## config.mk

```make
export PLATFORM = sky130hd
export DESIGN_NAME = rf_pulse_width_code_receiver_flat
export DESIGN_NICKNAME = d
export VERILOG_FILES = /design/src/hdl/rfpwc_pkg.sv /design/src/hdl/rfpwc_if.sv /design/src/hdl/rfpwc_csr.sv /design/src/hdl/rfpwc_core.sv /design/src/hdl/rf_pulse_width_code_receiver.sv /design/src/flat_wrapper.sv
export SDC_FILE = /design/constraint.sdc
export NUM_CORES = 1
export LEC_CHECK = 0
export BUFFER_PORTS_ARGS = -buffer_cell sky130_fd_sc_hd__buf_4
export CAP_MARGIN = 10
export CORE_UTILIZATION = 60
export DETAILED_ROUTE_END_ITERATION = 8
export PLACE_DENSITY_LB_ADDON = 0.15
export SYNTH_ARGS = -nofsm -noshare
export SYNTH_HDL_FRONTEND = slang
export SYNTH_SLANG_ARGS = --single-unit
```

## constraint.sdc

```tcl
create_clock -name clock -period 7.14 [get_ports clock]
set_input_delay 0.357 -clock clock [delete_from_list [all_inputs] [get_ports clock]]
set_output_delay 0.357 -clock clock [all_outputs]
set_load 0.02 [all_outputs]
```

## src/hdl/rfpwc_pkg.sv

```systemverilog
// Types, constants and register indexes of the pulse width code receiver.
// No dependencies.
package rfpwc_pkg;

   localparam int WIDTH_W = 16;
   localparam int CODE_W = 24;
   localparam int CSR_INDEX_W = 3;
   localparam int CSR_DATA_W = 24;
   localparam int FRAME_BITS_DEFAULT = 25;

   localparam logic [CSR_INDEX_W-1:0] REG_SYNC_MIN = 3'd0;
   localparam logic [CSR_INDEX_W-1:0] REG_SYNC_MAX = 3'd1;
   localparam logic [CSR_INDEX_W-1:0] REG_ZERO_MIN = 3'd2;
   localparam logic [CSR_INDEX_W-1:0] REG_ZERO_MAX = 3'd3;
   localparam logic [CSR_INDEX_W-1:0] REG_ONE_MIN = 3'd4;
   localparam logic [CSR_INDEX_W-1:0] REG_ONE_MAX = 3'd5;
   localparam logic [CSR_INDEX_W-1:0] REG_PAIRED_ID = 3'd6;
   localparam logic [CSR_INDEX_W-1:0] REG_PAIRED_MODE = 3'd7;

   localparam logic [WIDTH_W-1:0] SYNC_MIN_RESET = 16'd5500;
   localparam logic [WIDTH_W-1:0] SYNC_MAX_RESET = 16'd10000;
   localparam logic [WIDTH_W-1:0] ZERO_MIN_RESET = 16'd100;
   localparam logic [WIDTH_W-1:0] ZERO_MAX_RESET = 16'd400;
   localparam logic [WIDTH_W-1:0] ONE_MIN_RESET = 16'd400;
   localparam logic [WIDTH_W-1:0] ONE_MAX_RESET = 16'd900;
   localparam logic [CODE_W-1:0] PAIRED_ID_RESET = 24'h000000;

   typedef struct packed {
      logic [WIDTH_W-1:0] sync_floor_us;
      logic [WIDTH_W-1:0] sync_ceil_us;
      logic [WIDTH_W-1:0] zero_min_us;
      logic [WIDTH_W-1:0] zero_max_us;
      logic [WIDTH_W-1:0] one_min_us;
      logic [WIDTH_W-1:0] one_max_us;
      logic [CODE_W-1:0] paired_id;
      logic paired_mode;
   } cfg_type;

   // True when the value lies strictly between the two bounds.
   function automatic logic in_window(logic [WIDTH_W-1:0] value,
                                      logic [WIDTH_W-1:0] lo,
                                      logic [WIDTH_W-1:0] hi);
      return (value > lo) && (value < hi);
   endfunction

endpackage

```

## src/hdl/rfpwc_if.sv

```systemverilog
// Valid/ready channel interfaces for edge items and decoded frame items.
// Depends on rfpwc_pkg.
interface rfpwc_req_if;
   import rfpwc_pkg::*;
   logic valid;
   logic ready;
   logic rising_edge;
   logic [WIDTH_W-1:0] width_us;
   modport source (output valid, output rising_edge, output width_us, input ready);
   modport sink (input valid, input rising_edge, input width_us, output ready);
endinterface

interface rfpwc_rsp_if;
   import rfpwc_pkg::*;
   logic valid;
   logic ready;
   logic [CODE_W-1:0] frame_code;
   logic id_match;
   logic pair_candidate;
   modport source (output valid, output frame_code, output id_match,
                   output pair_candidate, input ready);
   modport sink (input valid, input frame_code, input id_match,
                 input pair_candidate, output ready);
endinterface

```

## src/hdl/rfpwc_csr.sv

```systemverilog
// Configuration register file of the pulse width code receiver.
// Depends on rfpwc_pkg.
module rfpwc_csr (
   input  logic clock,
   input  logic reset,
   input  logic csr_we,
   input  logic [rfpwc_pkg::CSR_INDEX_W-1:0] csr_index,
   input  logic [rfpwc_pkg::CSR_DATA_W-1:0] csr_wdata,
   output rfpwc_pkg::cfg_type cfg
);
   import rfpwc_pkg::*;

   cfg_type cfg_ff;
   cfg_type cfg_in;

   always_comb begin
      cfg_in = cfg_ff;
      if (csr_we) begin
         case (csr_index)
            REG_SYNC_MIN: cfg_in.sync_floor_us = csr_wdata[WIDTH_W-1:0];
            REG_SYNC_MAX: cfg_in.sync_ceil_us = csr_wdata[WIDTH_W-1:0];
            REG_ZERO_MIN: cfg_in.zero_min_us = csr_wdata[WIDTH_W-1:0];
            REG_ZERO_MAX: cfg_in.zero_max_us = csr_wdata[WIDTH_W-1:0];
            REG_ONE_MIN: cfg_in.one_min_us = csr_wdata[WIDTH_W-1:0];
            REG_ONE_MAX: cfg_in.one_max_us = csr_wdata[WIDTH_W-1:0];
            REG_PAIRED_ID: cfg_in.paired_id = csr_wdata[CODE_W-1:0];
            REG_PAIRED_MODE: cfg_in.paired_mode = csr_wdata[0];
            default: cfg_in = cfg_ff;
         endcase
      end
   end

   always_ff @(posedge clock) begin
      if (reset) begin
         cfg_ff.sync_floor_us <= SYNC_MIN_RESET;
         cfg_ff.sync_ceil_us <= SYNC_MAX_RESET;
         cfg_ff.zero_min_us <= ZERO_MIN_RESET;
         cfg_ff.zero_max_us <= ZERO_MAX_RESET;
         cfg_ff.one_min_us <= ONE_MIN_RESET;
         cfg_ff.one_max_us <= ONE_MAX_RESET;
         cfg_ff.paired_id <= PAIRED_ID_RESET;
         cfg_ff.paired_mode <= 1'b0;
      end else begin
         cfg_ff <= cfg_in;
      end
   end

   assign cfg = cfg_ff;

endmodule

```

## src/hdl/rfpwc_core.sv

```systemverilog
// Edge register, window decode, frame shifter and result register.
// Depends on rfpwc_pkg.
module rfpwc_core #(
   parameter int FRAME_BITS = rfpwc_pkg::FRAME_BITS_DEFAULT
) (
   input  logic clock,
   input  logic reset,
   input  rfpwc_pkg::cfg_type cfg,
   input  logic req_valid,
   output logic req_ready,
   input  logic req_rising_edge,
   input  logic [rfpwc_pkg::WIDTH_W-1:0] req_width_us,
   output logic rsp_valid,
   input  logic rsp_ready,
   output logic [rfpwc_pkg::CODE_W-1:0] rsp_frame_code,
   output logic rsp_id_match,
   output logic rsp_pair_candidate
);
   import rfpwc_pkg::*;

   localparam int CNT_W = $clog2(FRAME_BITS + 1);

   logic in_valid_ff, in_valid_in;
   logic in_rise_ff;
   logic [WIDTH_W-1:0] in_width_ff;

   logic armed_ff, armed_in;
   logic [CODE_W-1:0] shift_ff, shift_in;
   logic [CNT_W-1:0] count_ff, count_in;

   logic rsp_valid_ff, rsp_valid_in;
   logic [CODE_W-1:0] rsp_code_ff, rsp_code_in;
   logic rsp_match_ff, rsp_match_in;
   logic rsp_cand_ff, rsp_cand_in;

   logic advance, fire, take_in;
   logic sync_hit, zero_hit, one_hit;
   logic [CODE_W-1:0] shift_next;
   logic [CNT_W-1:0] count_next;
   logic frame_done;

   assign advance = !rsp_valid_ff || rsp_ready;
   assign fire = in_valid_ff && advance;
   assign req_ready = !in_valid_ff || advance;
   assign take_in = req_valid && req_ready;
   assign in_valid_in = take_in || (in_valid_ff && !advance);

   assign sync_hit = in_window(in_width_ff, cfg.sync_floor_us, cfg.sync_ceil_us);
   assign zero_hit = in_window(in_width_ff, cfg.zero_min_us, cfg.zero_max_us);
   assign one_hit = in_window(in_width_ff, cfg.one_min_us, cfg.one_max_us);

   assign shift_next = {shift_ff[CODE_W-2:0], !zero_hit};
   assign count_next = CNT_W'(count_ff + 1'b1);
   assign frame_done = (count_next == CNT_W'(FRAME_BITS));

   always_comb begin
      armed_in = armed_ff;
      shift_in = shift_ff;
      count_in = count_ff;
      rsp_valid_in = rsp_valid_ff && !rsp_ready;
      rsp_code_in = rsp_code_ff;
      rsp_match_in = rsp_match_ff;
      rsp_cand_in = rsp_cand_ff;
      if (fire) begin
         if (in_rise_ff) begin
            if (!armed_ff && sync_hit) begin
               armed_in = 1'b1;
            end
         end else if (armed_ff && (zero_hit || one_hit)) begin
            shift_in = shift_next;
            count_in = count_next;
            if (frame_done) begin
               rsp_valid_in = 1'b1;
               rsp_code_in = shift_next;
               rsp_match_in = cfg.paired_mode && (shift_next == cfg.paired_id)
                              && (shift_next != '0);
               rsp_cand_in = !cfg.paired_mode;
               if (cfg.paired_mode) begin
                  shift_in = '0;
               end
               count_in = '0;
               armed_in = 1'b0;
            end
         end
      end
   end

   always_ff @(posedge clock) begin
      if (reset) begin
         in_valid_ff <= 1'b0;
         armed_ff <= 1'b0;
         shift_ff <= '0;
         count_ff <= '0;
         rsp_valid_ff <= 1'b0;
      end else begin
         in_valid_ff <= in_valid_in;
         armed_ff <= armed_in;
         shift_ff <= shift_in;
         count_ff <= count_in;
         rsp_valid_ff <= rsp_valid_in;
      end
      if (take_in) begin
         in_rise_ff <= req_rising_edge;
         in_width_ff <= req_width_us;
      end
      rsp_code_ff <= rsp_code_in;
      rsp_match_ff <= rsp_match_in;
      rsp_cand_ff <= rsp_cand_in;
   end

   assign rsp_valid = rsp_valid_ff;
   assign rsp_frame_code = rsp_code_ff;
   assign rsp_id_match = rsp_match_ff;
   assign rsp_pair_candidate = rsp_cand_ff;

endmodule

```

## src/hdl/rf_pulse_width_code_receiver.sv

```systemverilog
// Top level of the pulse width code receiver: decodes remote control frames
// from edge timing items. Depends on rfpwc_pkg, rfpwc_if, rfpwc_csr, rfpwc_core.
//
// Usage:
// The req channel carries one item per signal edge: rising_edge and the
// width_us since the previous edge. A low period inside the sync window arms
// the receiver; each high period inside the zero or one window then adds a
// bit. After FRAME_BITS bits one item leaves on the rsp channel with the low
// 24 bits of the code, id_match and pair_candidate.
// The csr port writes the timing windows, the paired identity and the mode;
// write it only while no item is in flight.
// An accepted edge is held in the edge register, and its result in the result
// register. One edge is accepted every cycle while rsp does not stall, set by
// the single decode stage between the two registers.
// When the rsp side stalls, the result is held and one more edge is taken
// into the edge register; req_ready then drops until the result is taken.
// Reset is synchronous: it disarms the receiver, clears the bit count and the
// code register, drops both valid flags and loads the default windows.
module rf_pulse_width_code_receiver #(
   parameter int FRAME_BITS = rfpwc_pkg::FRAME_BITS_DEFAULT
) (
   input  logic clock,
   input  logic reset,
   rfpwc_req_if.sink req_chan,
   rfpwc_rsp_if.source rsp_chan,
   input  logic csr_we,
   input  logic [rfpwc_pkg::CSR_INDEX_W-1:0] csr_index,
   input  logic [rfpwc_pkg::CSR_DATA_W-1:0] csr_wdata
);
   import rfpwc_pkg::*;

   cfg_type cfg;

   rfpwc_csr u_csr (
      .clock(clock),
      .reset(reset),
      .csr_we(csr_we),
      .csr_index(csr_index),
      .csr_wdata(csr_wdata),
      .cfg(cfg)
   );

   rfpwc_core #(
      .FRAME_BITS(FRAME_BITS)
   ) u_core (
      .clock(clock),
      .reset(reset),
      .cfg(cfg),
      .req_valid(req_chan.valid),
      .req_ready(req_chan.ready),
      .req_rising_edge(req_chan.rising_edge),
      .req_width_us(req_chan.width_us),
      .rsp_valid(rsp_chan.valid),
      .rsp_ready(rsp_chan.ready),
      .rsp_frame_code(rsp_chan.frame_code),
      .rsp_id_match(rsp_chan.id_match),
      .rsp_pair_candidate(rsp_chan.pair_candidate)
   );

endmodule

```

## src/flat_wrapper.sv

```systemverilog
// flat-port wrapper written by rule: the top's interface ports become plain ports
module rf_pulse_width_code_receiver_flat import rfpwc_pkg::*;
#(
   parameter int FRAME_BITS = rfpwc_pkg::FRAME_BITS_DEFAULT
)
  (clock, reset, csr_we, csr_index, csr_wdata, req_chan_valid, req_chan_rising_edge, req_chan_width_us, req_chan_ready, rsp_chan_valid, rsp_chan_frame_code, rsp_chan_id_match, rsp_chan_pair_candidate, rsp_chan_ready);
  rfpwc_req_if req_chan_i ();
  rfpwc_rsp_if rsp_chan_i ();
  input  logic clock;
  input  logic reset;
  input  logic csr_we;
  input  logic [rfpwc_pkg::CSR_INDEX_W-1:0] csr_index;
  input  logic [rfpwc_pkg::CSR_DATA_W-1:0] csr_wdata;
  input wire logic [$bits(req_chan_i.valid)-1:0] req_chan_valid;
  input wire logic [$bits(req_chan_i.rising_edge)-1:0] req_chan_rising_edge;
  input wire logic [$bits(req_chan_i.width_us)-1:0] req_chan_width_us;
  output wire logic [$bits(req_chan_i.ready)-1:0] req_chan_ready;
  output wire logic [$bits(rsp_chan_i.valid)-1:0] rsp_chan_valid;
  output wire logic [$bits(rsp_chan_i.frame_code)-1:0] rsp_chan_frame_code;
  output wire logic [$bits(rsp_chan_i.id_match)-1:0] rsp_chan_id_match;
  output wire logic [$bits(rsp_chan_i.pair_candidate)-1:0] rsp_chan_pair_candidate;
  input wire logic [$bits(rsp_chan_i.ready)-1:0] rsp_chan_ready;
  assign req_chan_i.valid = req_chan_valid;
  assign req_chan_i.rising_edge = req_chan_rising_edge;
  assign req_chan_i.width_us = req_chan_width_us;
  assign req_chan_ready = req_chan_i.ready;
  assign rsp_chan_valid = rsp_chan_i.valid;
  assign rsp_chan_frame_code = rsp_chan_i.frame_code;
  assign rsp_chan_id_match = rsp_chan_i.id_match;
  assign rsp_chan_pair_candidate = rsp_chan_i.pair_candidate;
  assign rsp_chan_i.ready = rsp_chan_ready;
  rf_pulse_width_code_receiver #(.FRAME_BITS(FRAME_BITS)) u_core (.clock(clock), .reset(reset), .req_chan(req_chan_i), .rsp_chan(rsp_chan_i), .csr_we(csr_we), .csr_index(csr_index), .csr_wdata(csr_wdata));
endmodule
```

; ---- Word level (Yosys, flattened, before mapping)
; Index checks and enable logic that the tools add are counted.
; W data, S select, Z words.
[word_totals]
register_bits = 195
[classes]
addsub = 1
order_cmp = 6
eq_ne = 10
muxes = 11
bitwise_logic = 1
reduce_logical = 37
[op_table]
columns = cell, count
row1 = $gt A16 B16 Y1, 3
row2 = $lt A16 B16 Y1, 3
row3 = $mux W23, 2
row4 = $eq A24 B24 Y1, 1
row5 = $reduce_bool A24 Y1, 1
row6 = $reduce_and A2 Y1, 8
row7 = $eq A3 B3 Y1 const B, 4
row8 = $logic_and A1 B1 Y1, 11
row9 = $mux W1, 8
row10 = $reduce_and A4 Y1, 2
row11 = $logic_not A1 Y1, 7
row12 = $eq A3 B2 Y1 const B, 2
row13 = $add A5 B1 Y5 const B, 1
row14 = $eq A5 B5 Y1 const B, 1
row15 = $mux W5, 1
row16 = $logic_or A1 B1 Y1, 4
row17 = $reduce_bool A2 Y1, 2
row18 = $eq A3 B1 Y1 const B, 1
row19 = $logic_not A3 Y1, 1
row20 = $reduce_and A3 Y1, 1
row21 = $ne A2 B1 Y1 const B, 1
row22 = $not A1 Y1, 1

; ---- Longest topological paths before layout
; Gate-level depths: netlist of run 1.
[depth]
ltp_word = 7
depth_mapped = 11
depth_no_buf = 10

; ---- Modules after synthesis
; Synthesis of run 1 repeated with hierarchy kept, for this count alone.
[unflattened]
hier_cells = 1021
hier_area_um2 = 10452.5
[by_module_without_submodules]
columns = mod, instances, cells_each, area_each_um2, seq_area_each_um2
row1 = rfpwc_core, 1, 577, 5649.2, 1911.8
row2 = rfpwc_csr, 1, 444, 4803.4, 2422.3

; ---- Worst setup path after synthesis of run 1
; No wires, ideal clock.
[synth_path]
kind = register to register
from = register u_core.u_core.in_width_ff[6]
to = register u_core.u_core.rsp_code_ff[0], in the netlist u_core.u_core.rsp_frame_code[0] (enable)
setup_time_ns = 0.381
arrival_time_ns = 2.496
slack_ns = 4.263
path_stages_with_launch = 9
period_less_slack_ns = 2.877
cell_sequence = edfxtp_1 ha_1 a21o_1 a211o_1 o21bai_1 o221ai_2 and3_4 o211ai_1 inv_1
[synth_via]
elab_chain_len = 5
word_cells_on_any_way = 9
[synth_rtl]
columns = element, line
row1 = from (decl), rfpwc_core.sv:25  ; logic [WIDTH_W-1:0] in_width_ff;
row2 = from (signal assigned), rfpwc_core.sv:104  ; in_width_ff <= req_width_us;
row3 = $gt A16 B16 Y1 / $lt A16 B16 Y1 (equally long branches), rfpwc_pkg.sv:43  ; return (value > lo) && (value < hi);
row4 = $logic_and A1 B1 Y1, rfpwc_pkg.sv:43
row5 = $logic_or A1 B1 Y1 (*), rfpwc_core.sv:69  ; end else if (armed_ff && (zero_hit || one_hit)) begin
row6 = $logic_and A1 B1 Y1 (*), rfpwc_core.sv:69
row7 = $reduce_and A4 Y1 (no line) (*), -
row8 = to (signal assigned), rfpwc_core.sv:106  ; rsp_code_ff <= rsp_code_in;
row9 = to (decl), rfpwc_core.sv:32  ; logic [CODE_W-1:0] rsp_code_ff, rsp_code_in;
; Every way passes the cells marked *; elsewhere a longest branch is shown, timed or not.
; A chain may end at the register's enable or synchronous reset.

; ---- Worst setup path after layout of run 1
[layout_path]
from = register u_core.u_core.in_width_ff[1]
to = register u_core.u_core.rsp_code_ff[22], in the netlist u_core.u_core.rsp_frame_code[22] (enable)
; Same word-level chain as after synthesis.

==> results, run 1 <==
- The number of hold violations in the final report is 0.
- The TritonCTS clock tree is built.
- The post-cts repair resize count is 0.
- Wires add up to 24190 um.
- The worst register-to-register path begins at u_core.u_core.in_width_ff[1].
- In the post-synthesis netlist, the biggest area contributors are sky130_fd_sc_hd__dfxtp_1 32%, sky130_fd_sc_hd__edfxtp_1 13%, sky130_fd_sc_hd__ha_1 12%.
- The TritonCTS sink count is 195.
- The final layout net count is 1290.
- The worst hold slack is 0.08811 ns.
- The total count of max-transition violations in the final report came to 0.
- The number of global-route vias before repair came to 7335.
- The flow ran to the end, and the final reports show no timing, DRC or antenna violations.
- The final worst-path setup slack is 3.751 ns.
- For this run, design rule violations remaining after detail routing come to 0.
- The placed instance count is 1338.
- The largest individual stage delay along the critical path comes from the cell sky130_fd_sc_hd__inv_1.
- The critical path is of the flop to flop type.
- Counting I/O delays and the setup requirement, the final critical path takes 3.389 ns.
- The total cell area at the placement stage is 10290 um2.
- The finished cells cover 10890 um2.
- The timing startpoint of the critical path is u_core.u_core.in_width_ff[1].
- The headroom to the max-slew limit is 25.07%.
- The final clock skew is 0.008571 ns.
- After synthesis, the share of flip-flops with an asynchronous set or reset is 0%.
- The global placer's final weighted congestion is 0.9376.
- The largest net degree at the start of global routing is 101.
- The critical path's most frequent cell is sky130_fd_sc_hd__o211ai_1.
- The count of buffer and inverter cells on the critical path is 1.
- Port buffering added 76 buffers.
- The initial utilization of the core area, before any placement, comes to 62.25%.
- The detailed placer's ending HPWL is 16880 um.
- The detail route stage leaves a number of antenna-violating nets equal to 0.
- Dividing the detail-routed wire length by the instance count gives 17.66 um.
- The floorplan step set the die width to 128.5 um.
- The clock tree synthesis step divided the H-tree into 4 levels.
- The TritonCTS buffer count is 17.
- The synthesized cell area is 9603 um2.
- In this run, distinct cell masters in the synthesized netlist total 55.
- Global routing used 30.61% of the available tracks.
- The fraction of the cycle the final worst path needs is 47.46%.
- The nature of the critical path startpoint is a flop.
- The height of the chip is 128.5 um.
- The number of instances in the synthesized netlist is 1094.
- The required time of the worst setup path is 7.21 ns.
- The synthesized design spends more area on one cell type than any other, namely sky130_fd_sc_hd__dfxtp_1.
- The detailed router placed 7884 vias in this run.
- Across the run, the number of max-cap violations was 0.
- The growth of design area from synthesis to finish is 13.42%.
- The die footprint is 16510 um2.
- The antenna cell count is 0.
- The floorplan has 45 rows.
- The iteration-0 DRC count of the detailed router is 744.
- The post-route setup TNS is 0 ns.
- Broken down by cell family, the worst path's largest delay share belongs to compound AO/OA/AOI/OAI gates.
- The kind of end point of the critical path is a flop.
- Across the VDD grid, the largest voltage drop is 0.1939 mV.
- The clock passes through at most 2 buffers.
- The average vias per placed instance is 5.755.
- The synthesized net count is 1238.
- The synthesized design devotes to its leading area cell type 31.69% of total area.
- In this run the most critical hold path is launched from req_chan_width_us[0].
- At the pin with the least slew margin, the transition time is 1.121 ns.
- Setup violations remaining at the end of the flow were counted as 0.
- The tightest min-delay check is of the input port to flop type.
- The initial antenna violation count is 0.
- In this run the clock root is driven by a sky130_fd_sc_hd__clkbuf_16.
- The final non-filler cell total is 1370.
- In this run, post-CTS hold repair placed 0 buffers.
- The latest clock arrival within the worst-skew pair is 0.44 ns.
- The global-route wire length before repair is 38080 um.
- Prior to clock tree synthesis, the placed netlist has a worst setup slack of 3.806 ns.
- The fraction of layout cells with a size suffix above 1 is 10.79%.
- Setup repair after global routing left no endpoint under its margin.
- Dividing total power by cell area gives a power density of 217.9 nW/um2.
- The average footprint of a synthesized cell is 8.778 um2.
- The maximum fanout count along the critical path is 26.
- On the worst path, the slowest cell contributes a delay of 0.69 ns.
- The critical path goes through ha_1, nor2b_1, o211ai_1, a2111oi_0, o31a_1, and2_1, o211ai_1, inv_1.
- The total of flip-flops plus latches after synthesis is 195.
- Yosys mapped a number of flops with a built-in enable equal to 43.
- The sequential-to-total area share from yosys stat is 45.13%.
- The floorplan step defined a core boundary enclosing 15430 um2.
- The post-CTS setup repair buffer count is 0.
- The upper clock frequency limit is 295.1 MHz.
- For this design the static power due to leakage is 4.355 nW.
- STA puts the critical path data arrival time at 3.46 ns.
- The Yosys warning count is 0.
- The most instantiated flip-flop cell in the synthesis netlist is sky130_fd_sc_hd__dfxtp_1.
- The clock-pin slew on the worst setup and hold paths is 0.07 ns.
- The pre-antenna-repair detailed-routing pass consisted of 7 iterations.
- The leftover overflow at the end of global routing is 0.
- The I/O pin count is 77.
==> power by group <==
group | leakage [nW] | switching, mW | total [mW] | internal [mW]
registers | 1.67 | 0.0242 | 1.17 | 1.15
logic | 2.38 | 0.137 | 0.231 | 0.0944
clock network | 0.299 | 0.433 | 0.969 | 0.537
total | 4.36 | 0.594 | 2.37 | 1.78
==> cell usage in the layout, fill, tap and decap left out, drive strengths merged, types with 10 or more instances in the layout <==
master	Yosys	final
a21oi	128	128
buf	6	82
clkbuf	43	21
nor2	34	34
inv	99	104
nand4b	23	23
nor4	12	12
a21o	12	12
ha	95	95
nand4	18	18
xor2	16	16
nor2b	10	10
xnor2	10	10
nand3	20	20
nand2	241	241
edfxtp	43	43
dfxtp	152	152
nand2b	11	11
a211o	20	20
o21ai	37	37
==> routing by layer <==
layer	global-route usage, %	vias to the layer above	wire length (um)
li1	-	3870	-
met3	6.445	59	1568
met4	12.53	0	867
met1	39.18	3674	10510
met5	0	-	0
met2	50.46	281	11240
==> Yosys cell counts, drive strengths merged (10+ instances only) <==
cell type  instances
nand2            241
dfxtp            152
a21oi            128
inv               99
ha                95
clkbuf            43
edfxtp            43
o21ai             37
nor2              34
nand4b            23
a211o             20
nand3             20
nand4             18
xor2              16
a21o              12
nor4              12
nand2b            11
nor2b             10
xnor2             10
==> per-stage QoR <==
step                utilization, %  total power [mW]
floorplan                        -             1.338
global placement             66.70             1.418
detailed placement           66.70             1.424
CTS                          70.60             2.375
global route                 70.60             2.459
finish                       70.60             2.374
==> flip-flops by register name, indices dropped and copies added, names as in the netlist, 5 cells and up <==
name / cells
u_core.u_core.shift_ff: 23
u_core.u_csr.cfg: 121
u_core.u_core.in_width_ff: 16
u_core.u_core.count_ff: 5
u_core.u_core.rsp_frame_code: 24
==> layout make-up <==
cell class	count	area, um2
inverter	99	371.6
clock buffer	21	491.7
multi-input combinational	751	4705
timing repair buffer	82	615.6
clock inverter	11	110.1
fill	1268	4536
tap	211	264.0
sequential	195	4334
==> final timing paths <==
| path | cells after the start | to | slack [ns] |
|---|---|---|---|
| max reg2reg | 8 | u_core.u_core.rsp_frame_code[22] | 3.75 |
| max | 8 | u_core.u_core.rsp_frame_code[22] | 3.75 |
| min reg2reg | 2 | u_core.u_csr.cfg[28] | 0.46 |
| min | 1 | u_core.u_core.in_width_ff[0] | 0.09 |
==> cells by family (layout without fill, tap and decap cells) <==
family                     after synthesis  after routing  synth area share, %
buffers and inverters                  148            213                5.954
xor gates and xnor gates                26             26                2.371
DFF                                    195            195                45.13
adders and majority gates               95             95                12.38
and+or+nand+nor                        396            396                19.36
muxes                                    3              3               0.3257
AOI/OAI and AO/OA                      231            231                14.48
(Power assumes the default switching activity.)
==> run 2: changes to the inputs <==
ABC_AREA = 1   (was default)
CORE_UTILIZATION = 54   (was 60)
clock period = 3.1 ns   (was 7.14 ns; I/O delays follow)
==> results, run 2 <==
- In this run the power density over the cells is 511.5 nW/um2.
- Once placement finished, the instance area stood at 10320 um2.
- The number of global-route vias before repair is 7509.
- The remaining number of nets flagged by the antenna check after routing is 0.
- Setup violations remaining at the end of the flow were counted as 0.
- The synthesized cell area is 9640 um2.
- The headroom to the max-slew limit is 42.38%.
- The initial antenna violation count was 0.
- No sink is reached through more buffers than the 2 on the longest clock path.
- In the post-synthesis netlist, the biggest area contributors are sky130_fd_sc_hd__dfxtp_1 32%, sky130_fd_sc_hd__edfxtp_1 13%, sky130_fd_sc_hd__ha_1 12%.
- The TritonCTS clock tree is built.
- For the final routed database, the setup TNS stands at 0 ns.
- The number of instances in the synthesized netlist is 1176.
- In the global route stage, met3 resource usage came out at 4.153%.
- Clock-pin slew was measured on the worst setup and hold paths at 0.07 ns.
- The total count of max-transition violations in the final report was 0.
- The maximum VDD drop is 0.4373 mV.
- Yosys mapped a number of flops with a built-in enable equal to 43.
- Row generation in the floorplan step produced 48 rows.
- The routed wire length is 23000 um.
- The height of the chip is 135.6 um.
- The most instantiated flip-flop cell in the synthesis netlist is sky130_fd_sc_hd__dfxtp_1.
- The length of the first detailed-routing pass in iterations is 5.
- Port buffering added 76 buffers.
- The TritonCTS buffer count is 17.
- The number of hold violations in the final report is 0.
- The post-CTS setup repair buffer count is 0.
- The maximum level of the CTS H-tree is 4.
- The register with the most flip-flops in the layout has 121 of them.
- By count the netlist is led by 181 x sky130_fd_sc_hd__nand2_1, 163 x sky130_fd_sc_hd__inv_1, 152 x sky130_fd_sc_hd__dfxtp_1.
- The detailed placer's ending HPWL is 15870 um.
- The busiest metal layer after global routing is met2.
- The final clock skew is 0.008366 ns.
- The leading cell type by number of instances after synthesis is sky130_fd_sc_hd__nand2_1.
- Counting every sink on the clock net gives 195.
- The kind of end point of the critical path is a flop.
- Leaving out fill and tap cells, the most frequent cell in the layout is sky130_fd_sc_hd__nand2_1.
- The worst path in the final design needs a cycle of 2.628 ns, including I/O delays and setup.
- In the routed design, unresolved DRC markers number 0.
- The first global-routing pass estimated 37450 um of wire.
- The max capacitance violation total is 0.
- Dividing the detail-routed wire length by the instance count gives 15.36 um.
- After synthesis, the largest area contributor takes up 31.56% of total cell area.
- After floorplanning, the core was sized to cover 17360 um2.
- From synthesis to final layout, the design area changed by 16.86%.
- The synthesized design contains 195 register bits.
- The sequential-to-total area share from yosys stat is 44.96%.
- The final worst-path setup slack is 0.4719 ns.
- Setup repair after global routing left no endpoint under its margin.
- Summed over all cells, the static leakage comes to 4.748 nW.
- After routing the design area is 11270 um2.
- Global routing consumed, over all layers together, 26.44% of the routing resources.
- The number of filler instances in the final layout is 1517.
- The tree is rooted in a sky130_fd_sc_hd__clkbuf_16.
- For met1 alone, demand over resource in global routing was 34.29%.
- In this run the worst hold path is classified as input port to flop.
- After global routing the overflow that remains totals 0.
- The die footprint is 18390 um2.
- The run finished with clean final reports.
- The fraction of the cycle the final worst path needs is 84.78%.
- The latest clock arrival within the worst-skew pair is 0.43 ns.
- The final layout contains 1403 nets.
- 77 I/O pins were placed.
- Dividing the detail-routed via count by the number of cells gives 5.338.
- For this run, asynchronously set or reset flops after synthesis account for 0%.
- Based on the critical path, the design can be clocked at up to 380.5 MHz.
- After synthesis, the netlist uses 34 different library cells.
- The required time of the worst setup path is 3.43 ns.
- The iteration-0 DRC count of the detailed router is 462.
- Across all layers, the routed design uses 7991 vias.
- The pre-CTS worst setup slack is 0.5464 ns.
- The library cells used most frequently in the layout, excluding fill and tap cells, are 181 x sky130_fd_sc_hd__nand2_1, 162 x sky130_fd_sc_hd__inv_1, 152 x sky130_fd_sc_hd__dfxtp_1.
- The data arrival at the endpoint of the critical path is 2.96 ns.
- The antenna cell count is 0.
- The critical path in this run is classified as flop to flop.
- The Yosys warning count is 0.
- The width of the chip is 135.6 um.
- For the pin with the worst max-slew slack, the measured transition is 0.8633 ns.
- The global routing usage on met2 is 44.56%.
- Once the floorplan was initialized, standard cells occupied 55.54% of the core.
- The largest net degree at the start of global routing is 86.
- Of the cells placed in the final design, the portion with a size suffix greater than 1 is 10.93%.
- The global placer's final weighted congestion is 0.9389.
- The average footprint of a synthesized cell is 8.198 um2.
- The dominant cell type by area after synthesis is sky130_fd_sc_hd__dfxtp_1.
- In this run the worst path has a maximum fanout of 56.
- The synthesized net count is 1320.
- The worst setup path is launched from a flop.
## run 2: cell count changes in the layout (fill, tap and decap cells not counted), moves of 19 or more
cell,previous run,this run
sky130_fd_sc_hd__o211ai_1,7,27
sky130_fd_sc_hd__nand2_1,241,181
sky130_fd_sc_hd__o21ai_0,26,112
sky130_fd_sc_hd__nand4b_1,23,0
sky130_fd_sc_hd__dlygate4sd3_1,0,28
sky130_fd_sc_hd__nor2_1,33,105
sky130_fd_sc_hd__a21oi_1,127,148
sky130_fd_sc_hd__a211o_1,20,1
sky130_fd_sc_hd__inv_1,99,162
## run 2: what timing repair did
| action | CTS | global route |
|---|---|---|
| setup endpoints to repair | 0 | 0 |
| gates resized for setup | 0 | 0 |
| hold buffers | 28 | 0 |
| endpoints found under the hold margin | 33 | 0 |
## run 2: worst max-delay path, cell delays in order (launching register included)
cell                       delay, ns
sky130_fd_sc_hd__edfxtp_1       0.55
sky130_fd_sc_hd__ha_1           0.37
sky130_fd_sc_hd__a21oi_1        0.06
sky130_fd_sc_hd__o21ai_0        0.28
sky130_fd_sc_hd__a21oi_1        0.10
sky130_fd_sc_hd__nand2_1        0.08
sky130_fd_sc_hd__nand3_1        0.15
sky130_fd_sc_hd__nand2_4        0.12
sky130_fd_sc_hd__buf_4          0.48
sky130_fd_sc_hd__nand3_1        0.17
sky130_fd_sc_hd__nand2_1        0.11
sky130_fd_sc_hd__nor2_1         0.04
## run 2: path summary, 6_finish.rpt
path,cells past startpoint,end,startpoint,slack (ns)
max reg2reg,11,u_core.u_core.shift_ff[0],u_core.u_core.in_width_ff[13],0.47
max,11,u_core.u_core.shift_ff[0],u_core.u_core.in_width_ff[13],0.47
min reg2reg,2,u_core.u_csr.cfg[89],u_core.u_csr.cfg[89],0.46
min,3,u_core.u_csr.cfg[111],csr_wdata[6],0.02
## run 2: area by class of cell
cell class	count	area [um2]	area share (%)
inverters	164	616.8	5.475
flip-flops and latches	195	4334	38.47
well taps	225	281.5	2.499
repair buffers	112	910.9	8.085
clock buffers	18	439.2	3.898
clock inverters	14	221.5	1.966
multi-input cells	769	4462	39.60
## run 2: cells by family after synthesis
logic type	count (synthesis)	synth area share [%]
AO/OA/AOI/OAI	305	17.02
XOR/XNOR	8	0.7267
adder cells (fa/ha/maj)	95	12.33
buffers and inverters	212	8.838
flip-flops	195	44.96
AND/OR/NAND/NOR	361	16.13
## run 2: per-stage QoR
| stage | utilization, % | power [mW] | cells | hold WS [ns] |
|---|---|---|---|---|
| floorplan | - | 3.141 | 1176 | 0.2241 |
| global route | 64.91 | 5.975 | 1497 | 0.02071 |
| detailed placement | 59.49 | 3.317 | 1437 | 0.3342 |
| global placement | 59.49 | 3.301 | 1437 | 0.3333 |
| CTS | 64.91 | 5.780 | 1497 | 0.008354 |
| finish | 64.91 | 5.763 | 1497 | 0.01502 |
## run 2: where the power goes
group | internal [mW] | switching, mW | total, mW
sequential | 2.66 | 0.0449 | 2.70
clock | 1.47 | 0.998 | 2.47
combinational | 0.231 | 0.363 | 0.594
total | 4.36 | 1.41 | 5.76
## run 2: metal layers
layer | part of all wire, % | vias up
li1 | - | 4091
met1 | 46 | 3696
met2 | 48 | 176
met3 | 3.7 | 28
met4 | 2.0 | 0
met5 | 0 | -
==> run 3: changes to the inputs <==
ABC_AREA = 0   (was 1)
CORE_UTILIZATION = 60   (was 54)
clock period = 2.45 ns   (was 3.1 ns; I/O delays follow)
==> results, run 3 (synthesis results as in run 1) <==
- The startpoint identified for the worst hold timing path is csr_wdata[8].
- IR analysis of the VDD net gives a maximum drop of 0.5257 mV.
- The kind of end point of the critical path is a flop.
- The remaining number of nets flagged by the antenna check after routing is 0.
- The average vias per placed instance is 5.925.
- In the final routed layout, each cell accounts on average for 18.43 um.
- The total vias in the final route is 8846.
- The max capacitance violation total is 0.
- Setup repair after global routing could not meet its margin everywhere.
- Adding up every negative setup slack in the final design gives -14.28 ns.
- The initial antenna violation count is 0.
- In the layout the commonest cells are 241 x sky130_fd_sc_hd__nand2_1, 152 x sky130_fd_sc_hd__dfxtp_1, 144 x sky130_fd_sc_hd__buf_4.
- The summed area of non-filler cells in the final layout is 12480 um2.
- The most common cell after layout, fill and taps aside is sky130_fd_sc_hd__nand2_1.
- The required time of the worst setup path is 2.80 ns.
- The type of the setup path with the least slack is flop to flop.
- The TritonCTS buffer count is 17.
- The final reports fail on negative setup slack.
- Once routing completed, OpenROAD measured the worst setup slack at -0.2901 ns.
- Walking the worst path, the cells encountered are ha_4, nand4_1, a2111oi_2, o31a_1, and2_4, buf_6, o21ai_4, buf_12, buf_6, o32ai_2.
- The filler cells instantiated in the layout total 957.
- The power per cell area is 569.3 nW/um2.
- The effective utilization at floorplan is 62.25%.
- The detailed placer's ending HPWL is 16910 um.
- The routed wire length is 27520 um.
- Along the worst path, the maximum fanout reaches 7.
- The slowest stage of the critical path belongs to the cell sky130_fd_sc_hd__edfxtp_1.
- The iteration-0 DRC count of the detailed router is 652.
- The width of the chip is 128.5 um.
- Setup violations remaining at the end of the flow were counted as 58.
- The highest routed metal layer is met4.
- The static leakage power is 5.044 nW.
- The detailed route wirelength on metal3 is 1526 um.
- The antenna cell count is 0.
- In this run the clock root is driven by a sky130_fd_sc_hd__clkbuf_16.
- The largest stage delay on the critical path is 0.52 ns.
- The final clock skew is 0.009231 ns.
- Headroom to the max-slew limit came out at 45.10%.
- The clock tree synthesis step divided the H-tree into 4 levels.
- The latest clock arrival within the worst-skew pair is 0.44 ns.
- Routability-driven placement finished with a final weighted congestion of 0.9565.
- Counting every sink on the clock net gives 195.
- The total global routing track utilization is 32.65%.
- 77 I/O pins were placed.
- The final layout net count is 1413.
- The time the worst path needs with I/O delays and setup is 2.740 ns.
- The die covers 16510 um2.
- The critical path's most frequent cell is sky130_fd_sc_hd__buf_6.
- Static timing analysis puts the maximum clock frequency at 365.0 MHz.
- The routed length on met2 is 13880 um.
- The run finished, with violations left.
- At the pin with the least slew margin, the transition time is 0.8212 ns.
- The total count of max-transition violations in the final report is 0.
- The worst hold slack is 0.006650 ns.
- In this run the vertical extent of the chip is 128.5 um.
- The source of the worst register-to-register timing path is u_core.u_core.in_width_ff[14].
- The data arrival at the endpoint of the critical path is 3.09 ns.
- The first global-routing pass estimated 41230 um of wire.
- The first detailed-routing pass took 6 iterations.
- In the final routing, the length of wire on met1 measures 10790 um.
- The total cell area at the placement stage is 10760 um2.
- Entering global routing, the biggest net connects 155 pins.
- Cells with a size suffix above 1 make up 20.51% of the layout.
- Together, buffers and inverters on the worst path number 3.
- The maximum number of buffers from clock root to sink is 2.
- In this run the core area contains 45 standard-cell rows.
- Prior to clock tree synthesis, the placed netlist has a worst setup slack of -0.2975 ns.
- The min-delay analysis places its worst path in the category input port to flop.
- The register with the most flip-flops in the layout has 121 of them.
- The number of I/O port buffers is 76.
- The fraction of the cycle the final worst path needs is 111.8%.
- STA classifies the critical path startpoint as a flop.
- The cell family contributing the most delay on the critical path is compound AO/OA/AOI/OAI gates.
- The core region area is 15430 um2.
- TritonCTS built the clock tree.
- The number of hold violations in the final report is 0.
- The timing startpoint of the critical path is u_core.u_core.in_width_ff[14].
- Overall power consumption after layout is estimated at 7.106 mW.
- The number of remaining DRC errors is 0.
- The area growth from synthesis to layout is 29.97%.
- Global routing finished with a remaining overflow of 0.
- The number of global-route vias before repair is 8465.
- Clock-pin slew was measured on the worst setup and hold paths at 0.07 ns.
-- run 3: where the power goes --
part | leakage, nW | switching, mW | total [mW] | internal, mW
logic | 3.09 | 0.515 | 0.999 | 0.484
clock network | 0.274 | 1.26 | 2.70 | 1.45
registers | 1.68 | 0.0556 | 3.40 | 3.35
total | 5.04 | 1.83 | 7.11 | 5.28
-- run 3: metrics by stage --
stage               utilization, %  instances
finish                       80.90       1493
global route                 80.90       1493
CTS                          78.66       1483
detailed placement           69.73       1394
global placement             69.73       1394
floorplan                        -       1094
-- run 3: what timing repair did --
action | CTS | global route
pin swaps | 14 | 33
hold buffers | 40 | 0
buffers inserted | 15 | 10
cloned | 2 | 3
hold endpoints to repair | 78 | 0
gates resized for setup | 53 | 42
endpoints found under the setup margin | 57 | 58
-- run 3: per-layer routing --
metal  global-route usage, %  vias to the layer above
met2                   57.55                      376
met5                       0                        -
met3                   5.281                      101
li1                        -                     4122
met1                   37.64                     4247
met4                   18.69                        0
-- run 3: final timing paths --
path                                             endpoint  cells past startpoint  slack, ns
worst max register to register  u_core.u_core.count_ff[4]                     10      -0.29
worst min register to register      u_core.u_csr.cfg[112]                      2       0.46
worst min-delay path                 u_core.u_csr.cfg[97]                      2      0.007
worst max-delay path            u_core.u_core.count_ff[4]                     10      -0.29
-- run 3: cell type report --
type | instances | area, um2 | area share [%]
Timing Repair Buffer | 205 | 1827 | 14.64
Clock buffer | 19 | 442.9 | 3.549
Inverter | 99 | 374.1 | 2.998
Tap cell | 211 | 264.0 | 2.115
Sequential cell | 195 | 4334 | 34.73
Clock inverter | 13 | 126.4 | 1.013
Multi-Input combinational cell | 751 | 5112 | 40.96
